===== src/hdl/rrg_pkg.sv =====
// shared constants, register codes and pipeline types for the span block
// no dependencies
package rrg_pkg;

    localparam int CELL_SHIFT = 3;
    localparam int MAX_RADIUS = 63;
    localparam int EDGE_W     = 8;
    localparam int COORD_W    = EDGE_W + CELL_SHIFT;
    localparam int RAD_W      = 6;
    localparam int CH_W       = 8;
    localparam int NCH        = 3;
    localparam int COL_W      = CH_W * NCH;
    localparam int NUM_W      = COORD_W + CH_W;
    localparam int SQ_W       = 2 * RAD_W + 1;
    localparam int MODE_W     = 3;
    localparam int IDX_W      = 3;
    localparam int STEPS      = 4;

    localparam logic [MODE_W-1:0] MODE_NONE     = 3'd0;
    localparam logic [MODE_W-1:0] MODE_SOLID    = 3'd1;
    localparam logic [MODE_W-1:0] MODE_SPLIT    = 3'd2;
    localparam logic [MODE_W-1:0] MODE_GRADIENT = 3'd3;
    localparam logic [MODE_W-1:0] MODE_PYRAMID  = 3'd4;

    localparam logic [IDX_W-1:0] REG_COLOUR_A = 3'd0;
    localparam logic [IDX_W-1:0] REG_COLOUR_B = 3'd1;
    localparam logic [IDX_W-1:0] REG_MODE     = 3'd2;
    localparam logic [IDX_W-1:0] REG_RADIUS   = 3'd3;
    localparam logic [IDX_W-1:0] REG_LEFT     = 3'd4;
    localparam logic [IDX_W-1:0] REG_TOP      = 3'd5;
    localparam logic [IDX_W-1:0] REG_RIGHT    = 3'd6;
    localparam logic [IDX_W-1:0] REG_BOTTOM   = 3'd7;

    typedef struct packed {
        logic [COL_W-1:0]  colour_a;
        logic [COL_W-1:0]  colour_b;
        logic [MODE_W-1:0] fill_mode;
        logic [RAD_W-1:0]  corner_radius;
        logic [EDGE_W-1:0] area_left;
        logic [EDGE_W-1:0] area_top;
        logic [EDGE_W-1:0] area_right;
        logic [EDGE_W-1:0] area_bottom;
    } t_cfg;

    typedef struct packed {
        logic                      ok;
        logic                      corner;
        logic                      split;
        logic [COORD_W-1:0]        h;
        logic [RAD_W-1:0]          e;
        logic [COORD_W-1:0]        num;
        logic [COORD_W-1:0]        prow;
        logic [SQ_W-1:0]           sq_rem;
        logic [RAD_W-1:0]          root;
        logic [NCH-1:0][NUM_W-1:0] rem;
        logic [NCH-1:0][CH_W-1:0]  quot;
    } t_item;

    typedef struct packed {
        logic               drawn;
        logic [COORD_W-1:0] prow;
        logic [COORD_W-1:0] span_start;
        logic [COORD_W-1:0] span_end;
        logic [COL_W-1:0]   colour;
    } t_out;

endpackage


===== src/hdl/rounded_rect_gradient_span.sv =====
// top level of the rounded rectangle row span generator
// depends on rrg_pkg, rrg_front, rrg_step, rrg_back
//
// usage
//   config: write registers over i_cfg_valid / i_cfg_index / i_cfg_data while idle;
//           o_cfg_ready is always high, so every write is accepted
//   input:  one item per row offset on the s side (i_s_tdata[10:0])
//   output: one item per input on the m side, o_m_tuser is the drawn flag,
//           o_m_tdata holds pixel row, span start, span end and colour
//   depth:  seven register stages (two front, four root/divide steps, one output
//           register)
//   throughput: one item per cycle unless the output stalls; the restoring divide of
//           the blend and the corner square root run two bits per stage, which sets the depth
//   stall: each stage keeps its item while the next one is full, so a low
//           i_m_tready fills the bubbles first and only then drops o_s_tready
//   reset: synchronous, active low; clears all valid bits and the config registers
//
module rounded_rect_gradient_span (
    input  logic        i_clk,
    input  logic        i_rst_n,
    // input channel, tdata: row_offset[10:0], zero padding above
    input  logic        i_s_tvalid,
    output logic        o_s_tready,
    input  logic [15:0] i_s_tdata,
    // output channel, tdata: pixel_row[10:0], span_start[21:11],
    // span_end[32:22], span_colour[56:33], zero padding above
    output logic        o_m_tvalid,
    input  logic        i_m_tready,
    output logic [63:0] o_m_tdata,
    // tuser: row_drawn
    output logic        o_m_tuser,
    // register write channel
    input  logic        i_cfg_valid,
    output logic        o_cfg_ready,
    input  logic [rrg_pkg::IDX_W-1:0] i_cfg_index,
    input  logic [rrg_pkg::COL_W-1:0] i_cfg_data
);

    rrg_pkg::t_cfg   r_cfg;
    rrg_pkg::t_item  w_item [0:rrg_pkg::STEPS];
    logic            w_vld  [0:rrg_pkg::STEPS];
    logic            w_rdy  [0:rrg_pkg::STEPS];
    rrg_pkg::t_out   w_out;

    // register file, written one entry per handshake
    assign o_cfg_ready = 1'b1;

    always_ff @(posedge i_clk) begin
        if (!i_rst_n) begin
            r_cfg <= '0;
        end else if (i_cfg_valid && o_cfg_ready) begin
            case (i_cfg_index)
                rrg_pkg::REG_COLOUR_A: r_cfg.colour_a      <= i_cfg_data;
                rrg_pkg::REG_COLOUR_B: r_cfg.colour_b      <= i_cfg_data;
                rrg_pkg::REG_MODE:     r_cfg.fill_mode     <= i_cfg_data[rrg_pkg::MODE_W-1:0];
                rrg_pkg::REG_RADIUS:   r_cfg.corner_radius <= i_cfg_data[rrg_pkg::RAD_W-1:0];
                rrg_pkg::REG_LEFT:     r_cfg.area_left     <= i_cfg_data[rrg_pkg::EDGE_W-1:0];
                rrg_pkg::REG_TOP:      r_cfg.area_top      <= i_cfg_data[rrg_pkg::EDGE_W-1:0];
                rrg_pkg::REG_RIGHT:    r_cfg.area_right    <= i_cfg_data[rrg_pkg::EDGE_W-1:0];
                rrg_pkg::REG_BOTTOM:   r_cfg.area_bottom   <= i_cfg_data[rrg_pkg::EDGE_W-1:0];
                default: ;
            endcase
        end
    end

    // geometry and blend numerators
    rrg_front u_front (
        .i_clk   (i_clk),
        .i_rst_n (i_rst_n),
        .i_cfg   (r_cfg),
        .i_vld   (i_s_tvalid),
        .o_rdy   (o_s_tready),
        .i_row   (i_s_tdata[rrg_pkg::COORD_W-1:0]),
        .o_vld   (w_vld[0]),
        .i_rdy   (w_rdy[0]),
        .o_item  (w_item[0])
    );

    // root and divide steps, two bits each
    for (genvar g = 0; g < rrg_pkg::STEPS; g++) begin : g_step
        rrg_step #(.STEP(g)) u_step (
            .i_clk   (i_clk),
            .i_rst_n (i_rst_n),
            .i_vld   (w_vld[g]),
            .o_rdy   (w_rdy[g]),
            .i_item  (w_item[g]),
            .o_vld   (w_vld[g+1]),
            .i_rdy   (w_rdy[g+1]),
            .o_item  (w_item[g+1])
        );
    end

    // inset, span ends, colour and output register
    rrg_back u_back (
        .i_clk   (i_clk),
        .i_rst_n (i_rst_n),
        .i_cfg   (r_cfg),
        .i_vld   (w_vld[rrg_pkg::STEPS]),
        .o_rdy   (w_rdy[rrg_pkg::STEPS]),
        .i_item  (w_item[rrg_pkg::STEPS]),
        .o_vld   (o_m_tvalid),
        .i_rdy   (i_m_tready),
        .o_out   (w_out)
    );

    // output packing, lowest field first
    assign o_m_tuser = w_out.drawn;
    assign o_m_tdata = {7'd0, w_out.colour, w_out.span_end, w_out.span_start, w_out.prow};

endmodule


===== src/hdl/rrg_front.sv =====
// front stages: row geometry, then corner square term and blend numerators
// depends on rrg_pkg
module rrg_front (
    input  logic             i_clk,
    input  logic             i_rst_n,
    input  rrg_pkg::t_cfg    i_cfg,
    input  logic             i_vld,
    output logic             o_rdy,
    input  logic [rrg_pkg::COORD_W-1:0] i_row,
    output logic             o_vld,
    input  logic             i_rdy,
    output rrg_pkg::t_item   o_item
);

    logic                         r_vld_a, r_vld_b;
    rrg_pkg::t_item               r_item_a, r_item_b, n_item_a, n_item_b;
    logic                         rdy_b;
    logic [rrg_pkg::EDGE_W-1:0]   diff;
    logic [rrg_pkg::COORD_W-1:0]  h, hm, d;
    logic [rrg_pkg::RAD_W-1:0]    rad;
    logic [rrg_pkg::COORD_W:0]    twor, h12, hr2;

    // radius clamp
    assign rad = (i_cfg.corner_radius > rrg_pkg::RAD_W'(rrg_pkg::MAX_RADIUS))
               ? rrg_pkg::RAD_W'(rrg_pkg::MAX_RADIUS) : i_cfg.corner_radius;

    always_comb begin
        diff = i_cfg.area_bottom - i_cfg.area_top;
        h    = {diff, {rrg_pkg::CELL_SHIFT{1'b0}}};
        hm   = h - rrg_pkg::COORD_W'(1) - i_row;
        d    = (i_row < hm) ? i_row : hm;
        twor = {i_row, 1'b0};
        h12  = {1'b0, h};
        hr2  = (h12 - {1'b0, i_row}) << 1;
        n_item_a        = '0;
        n_item_a.ok     = (i_cfg.fill_mode != rrg_pkg::MODE_NONE)
                        && (i_cfg.area_bottom > i_cfg.area_top) && (i_row < h);
        n_item_a.h      = h;
        n_item_a.corner = d <= rrg_pkg::COORD_W'(rad);
        n_item_a.e      = rad - d[rrg_pkg::RAD_W-1:0];
        n_item_a.split  = twor >= h12;
        if (i_cfg.fill_mode == rrg_pkg::MODE_PYRAMID) begin
            n_item_a.num = n_item_a.split ? hr2[rrg_pkg::COORD_W-1:0]
                                          : twor[rrg_pkg::COORD_W-1:0];
        end else begin
            n_item_a.num = i_row;
        end
        n_item_a.prow = {i_cfg.area_top, {rrg_pkg::CELL_SHIFT{1'b0}}} + i_row;
    end

    // square term for the corner root and per channel blend numerators
    always_comb begin
        n_item_b        = r_item_a;
        n_item_b.sq_rem = rrg_pkg::SQ_W'(rad) * rrg_pkg::SQ_W'(rad)
                        - rrg_pkg::SQ_W'(r_item_a.e) * rrg_pkg::SQ_W'(r_item_a.e);
        n_item_b.root   = '0;
        n_item_b.quot   = '0;
        for (int c = 0; c < rrg_pkg::NCH; c++) begin
            n_item_b.rem[c] =
                rrg_pkg::NUM_W'(r_item_a.num)
                * rrg_pkg::NUM_W'(i_cfg.colour_a[c*rrg_pkg::CH_W +: rrg_pkg::CH_W])
              + rrg_pkg::NUM_W'(r_item_a.h - r_item_a.num)
                * rrg_pkg::NUM_W'(i_cfg.colour_b[c*rrg_pkg::CH_W +: rrg_pkg::CH_W]);
        end
    end

    assign rdy_b = !r_vld_b || i_rdy;
    assign o_rdy = !r_vld_a || rdy_b;

    always_ff @(posedge i_clk) begin
        if (!i_rst_n) begin
            r_vld_a <= 1'b0;
            r_vld_b <= 1'b0;
        end else begin
            if (o_rdy) r_vld_a <= i_vld;
            if (rdy_b) r_vld_b <= r_vld_a;
        end
    end

    always_ff @(posedge i_clk) begin
        if (o_rdy) r_item_a <= n_item_a;
        if (rdy_b) r_item_b <= n_item_b;
    end

    assign o_vld  = r_vld_b;
    assign o_item = r_item_b;

endmodule


===== src/hdl/rrg_step.sv =====
// one pipeline step: up to two root bits of the corner term, two quotient bits per channel
// depends on rrg_pkg
module rrg_step #(
    parameter int STEP = 0
) (
    input  logic           i_clk,
    input  logic           i_rst_n,
    input  logic           i_vld,
    output logic           o_rdy,
    input  rrg_pkg::t_item i_item,
    output logic           o_vld,
    input  logic           i_rdy,
    output rrg_pkg::t_item o_item
);

    localparam int RB = rrg_pkg::RAD_W - 1 - 2 * STEP;
    localparam int QB = rrg_pkg::CH_W - 1 - 2 * STEP;

    logic                        r_vld;
    rrg_pkg::t_item              r_item, n_item;
    logic [rrg_pkg::SQ_W-1:0]    trial;
    logic [rrg_pkg::NUM_W-1:0]   dsub;

    always_comb begin
        n_item = i_item;
        trial  = '0;
        dsub   = '0;
        for (int k = 0; k < 2; k++) begin
            if (RB - k >= 0) begin
                trial = (rrg_pkg::SQ_W'(n_item.root) << (RB - k + 1))
                      + (rrg_pkg::SQ_W'(1) << (2 * (RB - k)));
                if (n_item.sq_rem >= trial) begin
                    n_item.sq_rem = n_item.sq_rem - trial;
                    n_item.root[RB-k] = 1'b1;
                end
            end
            if (QB - k >= 0) begin
                dsub = rrg_pkg::NUM_W'(n_item.h) << (QB - k);
                for (int c = 0; c < rrg_pkg::NCH; c++) begin
                    if (n_item.rem[c] >= dsub) begin
                        n_item.rem[c]       = n_item.rem[c] - dsub;
                        n_item.quot[c][QB-k] = 1'b1;
                    end
                end
            end
        end
    end

    assign o_rdy = !r_vld || i_rdy;

    always_ff @(posedge i_clk) begin
        if (!i_rst_n) begin
            r_vld <= 1'b0;
        end else if (o_rdy) begin
            r_vld <= i_vld;
        end
    end

    always_ff @(posedge i_clk) begin
        if (o_rdy) r_item <= n_item;
    end

    assign o_vld  = r_vld;
    assign o_item = r_item;

endmodule


===== src/hdl/rrg_back.sv =====
// last stage: corner inset, span ends, colour choice and output register
// depends on rrg_pkg
module rrg_back (
    input  logic           i_clk,
    input  logic           i_rst_n,
    input  rrg_pkg::t_cfg  i_cfg,
    input  logic           i_vld,
    output logic           o_rdy,
    input  rrg_pkg::t_item i_item,
    output logic           o_vld,
    input  logic           i_rdy,
    output rrg_pkg::t_out  o_out
);

    logic                        r_vld;
    rrg_pkg::t_out               r_out, n_out;
    logic [rrg_pkg::RAD_W-1:0]   rad, inset;
    logic [rrg_pkg::COORD_W:0]   xs, xr, sp_start, sp_end, ins1;
    logic                        fits;

    assign rad = (i_cfg.corner_radius > rrg_pkg::RAD_W'(rrg_pkg::MAX_RADIUS))
               ? rrg_pkg::RAD_W'(rrg_pkg::MAX_RADIUS) : i_cfg.corner_radius;

    always_comb begin
        inset    = i_item.corner ? rad - i_item.root : '0;
        xs       = {1'b0, i_cfg.area_left, {rrg_pkg::CELL_SHIFT{1'b0}}};
        xr       = {1'b0, i_cfg.area_right, {rrg_pkg::CELL_SHIFT{1'b0}}};
        ins1     = (rrg_pkg::COORD_W+1)'(inset) + (rrg_pkg::COORD_W+1)'(1);
        sp_start = xs + (rrg_pkg::COORD_W+1)'(inset);
        sp_end   = xr - ins1;
        fits     = (xr >= ins1) && (sp_start <= sp_end);
        n_out    = '0;
        if (i_item.ok && fits) begin
            n_out.drawn      = 1'b1;
            n_out.prow       = i_item.prow;
            n_out.span_start = sp_start[rrg_pkg::COORD_W-1:0];
            n_out.span_end   = sp_end[rrg_pkg::COORD_W-1:0];
            case (i_cfg.fill_mode)
                rrg_pkg::MODE_SPLIT:    n_out.colour = i_item.split ? i_cfg.colour_b
                                                                     : i_cfg.colour_a;
                rrg_pkg::MODE_GRADIENT: n_out.colour = i_item.quot;
                rrg_pkg::MODE_PYRAMID:  n_out.colour = i_item.quot;
                default:                n_out.colour = i_cfg.colour_a;
            endcase
        end
    end

    assign o_rdy = !r_vld || i_rdy;

    always_ff @(posedge i_clk) begin
        if (!i_rst_n) begin
            r_vld <= 1'b0;
        end else if (o_rdy) begin
            r_vld <= i_vld;
        end
    end

    always_ff @(posedge i_clk) begin
        if (o_rdy) r_out <= n_out;
    end

    assign o_vld = r_vld;
    assign o_out = r_out;

endmodule


===== config.mk =====
export PLATFORM = sky130hd
export DESIGN_NAME = rounded_rect_gradient_span
export DESIGN_NICKNAME = d
export VERILOG_FILES = /design/src/hdl/rrg_pkg.sv /design/src/hdl/rounded_rect_gradient_span.sv /design/src/hdl/rrg_front.sv /design/src/hdl/rrg_step.sv /design/src/hdl/rrg_back.sv
export SDC_FILE = /design/constraint.sdc
export NUM_CORES = 2
export LEC_CHECK = 0
export BUFFER_PORTS_ARGS = -buffer_cell sky130_fd_sc_hd__buf_4
export CAP_MARGIN = 20
export CORE_UTILIZATION = 35
export DETAILED_ROUTE_END_ITERATION = 16
export SETUP_SLACK_MARGIN = 0.05
export SYNTH_ARGS = -nofsm -noshare
export SYNTH_HDL_FRONTEND = slang
export SYNTH_SLANG_ARGS = --single-unit

===== constraint.sdc =====
create_clock -name i_clk -period 9.6 [get_ports i_clk]
set_input_delay 0.48 -clock i_clk [delete_from_list [all_inputs] [get_ports i_clk]]
set_output_delay 0.48 -clock i_clk [all_outputs]
set_load 0.01 [all_outputs]

After elaboration in Yosys (flattened, before gate mapping)

Index checks and enable logic that the tools add are counted.

$add $sub $neg: 46
Eq/ne operators: 10
$lt $le $gt $ge: 38
Muxes and demuxes: 36
Multipliers: 8
Reductions and logical operators: 29

Operators with widths:

| kind                                                           | count |
|---|---|
| 19-bit 2-to-1 mux                                              | 21 |
| 13-bit greater-or-equal comparator                             | 5 |
| 58-bit 2-to-1 mux                                              | 1 |
| 19-bit adder                                                   | 3 |
| 19-bit by 11-bit greater-or-equal comparator with 1-bit output | 3 |
| 19-bit by 12-bit greater-or-equal comparator with 1-bit output | 3 |
| 19-bit by 13-bit greater-or-equal comparator with 1-bit output | 3 |
| 19-bit by 14-bit greater-or-equal comparator with 1-bit output | 3 |
| 19-bit by 15-bit greater-or-equal comparator with 1-bit output | 3 |
| 19-bit by 16-bit greater-or-equal comparator with 1-bit output | 3 |
| 19-bit by 17-bit greater-or-equal comparator with 1-bit output | 3 |
| 19-bit by 18-bit greater-or-equal comparator with 1-bit output | 3 |
| 11-bit by 8-bit multiplier with 19-bit output                  | 3 |
| 19-bit by 8-bit multiplier with 19-bit output                  | 3 |
| 19-bit by 12-bit subtractor with 19-bit output                 | 3 |
| 19-bit by 13-bit subtractor with 19-bit output                 | 3 |
| 19-bit by 14-bit subtractor with 19-bit output                 | 3 |
| 19-bit by 15-bit subtractor with 19-bit output                 | 3 |
| 19-bit by 16-bit subtractor with 19-bit output                 | 3 |
| 19-bit by 17-bit subtractor with 19-bit output                 | 3 |
| 19-bit by 18-bit subtractor with 19-bit output                 | 3 |
| 13-bit 2-to-1 mux                                              | 4 |
| 13-bit subtractor                                              | 4 |
| 24-bit one-hot mux with 2 select lines                         | 1 |
| other kinds (41)                                               | 77 |

Bits in registers: 640
Word-level logic and storage cells: 273
Bits of input ports: 48
Output and inout port bits: 68

Depth between registers and ports, before layout

Depth in word-level cells: 10
Gate-level depth with buffers: 32
Mapped depth without buffers: 29

Hierarchy

Synthesis repeated with hierarchy kept, for this count alone.

Cell total of the unflattened synthesis: 7139
Area total of the unflattened synthesis: 73847.1 µm²

Modules (own cells, without submodules):

| module                      | cells an instance | instances | area an instance (µm²) | seq. area each (µm²) |
|---|---|---|---|---|
| rrg_front                   | 2901              | 1         | 27964.3                | 4484.3 |
| rrg_step (g_step[2].u_step) | 968               | 1         | 10253.6                | 4284.1 |
| rrg_step (g_step[1].u_step) | 910               | 1         | 9948.3                 | 4284.1 |
| rrg_step (g_step[0].u_step) | 832               | 1         | 9419.0                 | 4284.1 |
| rrg_step (g_step[3].u_step) | 846               | 1         | 9281.4                 | 4284.1 |
| rrg_back                    | 348               | 1         | 3607.2                 | 1761.7 |
| rounded_rect_gradient_span  | 334               | 1         | 3373.2                 | 1781.7 |

Worst setup path before layout

No wires, ideal clock.

Kind: flip-flop to flip-flop
From: register u_front.r_item_a (netlist bit u_front.n_item_b[111])
To: register u_front.r_item_b (netlist bit u_front.o_item[59]), data pin
Stages on the path, launching flop included: 31
Data arrival time: 7.386 ns
Data required time: 9.338 ns
Path buffers: 3
Library setup time: 0.262 ns
Period minus slack after synthesis: 7.648 ns
Path slack: 1.952 ns
Path through: edfxtp_1 > clkbuf_1 > clkbuf_1 > inv_1 > ha_1 > and3b_1 > o21a_1 > o21ai_1 > a21boi_0 > o21ai_1 > nor2b_1 > xnor2_1 > clkbuf_1 > nand2_1 > fa_1 > inv_1 > fa_1 > fa_1 > fa_1 > fa_1 > inv_1 > fa_1 > inv_1 > ha_1 > a21oi_1 > o21ai_1 > a221o_1 > a2111oi_0 > nor3_1 > a211oi_1 > a21oi_1

RTL lines:

| what                   | line            | text |
|---|---|---|
| from (decl)            | rrg_front.sv:16 | `rrg_pkg::t_item r_item_a, r_item_b, n_item_a, n_item_b;` |
| from (signal assigned) | rrg_front.sv:81 | `if (o_rdy) r_item_a <= n_item_a;` |
| to (signal assigned)   | rrg_front.sv:82 | `if (rdy_b) r_item_b <= n_item_b;` |
| to (decl)              | rrg_front.sv:16 |  |

==> impl_metrics.ini <==
[worst_setup_path]
path_max_fanout = 50
rr_worst_depth = 22
setup.worst_path.end = u_front.o_item[60]
cp_slowest_cell = o41ai_1
crit_type = reg2reg
endpoint_kind = flip-flop
crit_path_max_incr_delay_ns = 0.68
path_cells = buf_4 -> nor4b_1 -> o211ai_1 -> nand2_1 -> a21oi_1 -> xnor2_2 -> buf_4 -> nand2_1 -> fa_1 -> fa_1 -> fa_1 -> fa_1 -> fa_1 -> fa_1 -> inv_1 -> ha_1 -> o41ai_1 -> o211ai_1 -> o41ai_1 -> o2111ai_1 -> a21oi_1 -> xnor2_1
crit_path_start = u_front.n_item_b[111]
crit_required_ns = 10.04
start_kind = flip-flop
r2r_start = u_front.n_item_b[111]
reg2reg_slack_ns = 1.59
cp.arrival_ns = 8.45
reg2reg_to = u_front.o_item[60]
crit_top_cell = fa_1

[yosys]
synth_area_leaders = edfxtp_1 28%, fa_1 19%, ha_1 11%
syn_inst = 5690
ys.flop_type = edfxtp_1
ys_ff_latch = 640
synth_area_per_cell_sq_um = 10.12
async_flop_share = 0
synth_top_cell_by_area = edfxtp_1
synth.distinct_cells = 95
synth-warning-count = 0
synth-edff-count = 544
ys_seq_area_frac = 0.3171
synthesis.area_sq_um = 57570
synth_top_area_frac = 0.2837

[die]
coreArea_sq_um = 163000
num_rows = 148
ioPinCount = 116
start_util = 0.3533
die_w_microns = 407.6
dieHeight_microns = 407.6
fp.dieArea_sq_um = 166100

[min_path]
min_path_type = in2reg

[grt]
grt_pass1_vias = 40080
antenna_found_initial = 2
grtUsageTotal = 0.1740
grt_pass1_wl_microns = 227700
grt.overflow.total = 0
grt_max_degree = 97

[route]
route.met2.wl_microns = 64210
wirelength_microns = 144900
via_per_inst = 5.069
top_layer = met4
drtIter0Drc = 3048
wl_per_cell_microns = 18.16
ant_nets = 0
wl_met1_microns = 68540
first_pass_iters = 6
vias = 40430
drc_errors = 0
wl_met3_microns = 8369

[timing]
worst_pin_slew_ns = 1.052
fin_skew_ns = 0.05190
finalSetupViolations = 0
rsz0062_at_grt = no
timing.final.crit_share = 0.8342
finalMaxSlewViolations = 0
relSlewSlack = 0.2933
fin_crit_ns = 8.008
final.setup.tns_ns = 0
fmax_mhz = 124.9
final_hold_viol_count = 0

[power_and_ir_drop]
swShare = 0.4195
internal_power_mw = 11.11
pwr-share-clk = 0.152
power.switching_mw = 8.029
pwr_density_cell_nw_per_um2 = 302.3
combPwrFrac = 0.599
ir_drop_mv = 0.4257
p_leak_nw = 28.43
p_seq_frac = 0.249

[clock_tree]
hold_buffers = 0
htree_levels = 3
cts-root-buf = clkbuf_16
clk_pin_slew_ns = 0.06
cts_made_buffers = 74
clock_latency_ns = 0.69
clock-sinks = 640
cts.repair.resized = 0
postCtsSetupRepairBufs = 0
cts_max_path_buffers = 3
cts_tree = yes

[cells_and_area]
layout_commonest_cell = inv_1
final_cell_mix = 809 x inv_1, 590 x nand2_1, 544 x edfxtp_1
area_growth_pct = 9.947
drive_above_1_share = 0.06485
fin_nets = 6837
fin_util = 0.3884

[place]
port_buffers = 102
hpwlAfterDp_microns = 110900
gp_congestion = 0.8514

[outcome]
outcome = finished clean

[flow_run]
drv_cap = 0
-- metrics by stage --
stage	power [mW]	instance area, sq um	hold WS [ns]	cells	setup slack (ns)
CTS	19.14	63240	0.01640	7969	1.602
finish	19.14	63300	0.06290	7975	1.592
detailed placement	16.11	60770	0.4045	7832	1.586
global placement	15.88	60770	0.4004	7832	1.737
floorplan	13.69	57600	0.4003	5696	1.952
global route	20.83	63290	0.02954	7973	1.118
-- cell usage after synthesis (all sizes together), types with 77 or more instances --
cell type,n
inv,818
nand2,594
edfxtp,544
fa,543
ha,509
and2,321
a21oi,255
nor2,220
xnor2,207
o21ai,174
clkbuf,169
nor3,114
a21boi,102
dfxtp,96
a21o,83
xor2,77
-- worst min-delay path by stage --
stage                     cells after the start  slack [ns]                      endpoint                          from
after CTS                                     1        0.02         u_front.n_item_b[102]                  i_s_tdata[2]
final                                         1        0.06         u_front.n_item_b[100]                  i_s_tdata[0]
after global routing                          1        0.03         u_front.n_item_b[100]                  i_s_tdata[0]
after global placement                        0        0.40           u_front.o_item[103]         u_front.n_item_b[103]
after detailed placement                      0        0.40  g_step[1].u_step.o_item[102]  g_step[0].u_step.o_item[102]
after floorplan                               0        0.40  g_step[0].u_step.o_item[100]           u_front.o_item[100]
-- state kept, by name, summed over array words and instances (netlist names) --
signal,flops
g_step.u_step.o_item,355
g_step.u_step.o_vld,4
u_front.r_vld_a,1
u_front.o_vld,1
u_front.n_item_b,39
u_front.o_item,92
u_back.o_out,58
r_cfg,89
u_back.o_vld,1
-- layout make-up --
type	count	area, sq um
Clock inverter	41	461.7
Tap cell	2175	2721
Inverter	818	3083
Clock buffer	96	2017
Multi-Input combinational cell	4054	35620
Antenna cell	2	5.005
Timing Repair Buffer	149	1139
Fill cell	16020	99660
Sequential cell	640	18260
-- power groups by stage --
stage	clock, mW	combinational (mW)	sequential (mW)
after floorplan	0	9.11	4.57
after global placement	0	11.1	4.80
after detailed placement	0	11.3	4.82
after CTS	2.97	11.4	4.76
after global routing	3.06	12.9	4.84
final	2.91	11.5	4.77
-- cell families (layout without fill, tap and decap cells) --
family | after synthesis | count (layout) | share of synthesized area
AOI/OAI and AO/OA | 934 | 934 | 0.1071
buffers and inverters | 1002 | 1104 | 0.06615
DFF | 640 | 640 | 0.3171
and+or+nand+nor | 1657 | 1657 | 0.1442
xor gates and xnor gates | 284 | 284 | 0.04333
other | 2 | 10 | 0.0001304
muxes | 119 | 119 | 0.02258
adders and majority gates | 1052 | 1052 | 0.2994
-- worst max-delay path: cells and delay by family, from the launching register on --
| kind | cells | cell delay, ns |
|---|---|---|
| simple gates | 3 | 0.65 |
| fa+ha+maj | 7 | 3.20 |
| buf+inv | 3 | 0.73 |
| flops | 1 | 0.39 |
| compound gates | 7 | 2.29 |
| xor+xnor | 2 | 0.54 |
-- layer usage --
layer,global-route usage,up-vias
met2,0.2717,1025
met3,0.02681,182
li1,-,19240
met5,0,-
met4,0.04498,0
met1,0.2505,19980
Power figures use the tool's default switching activity.
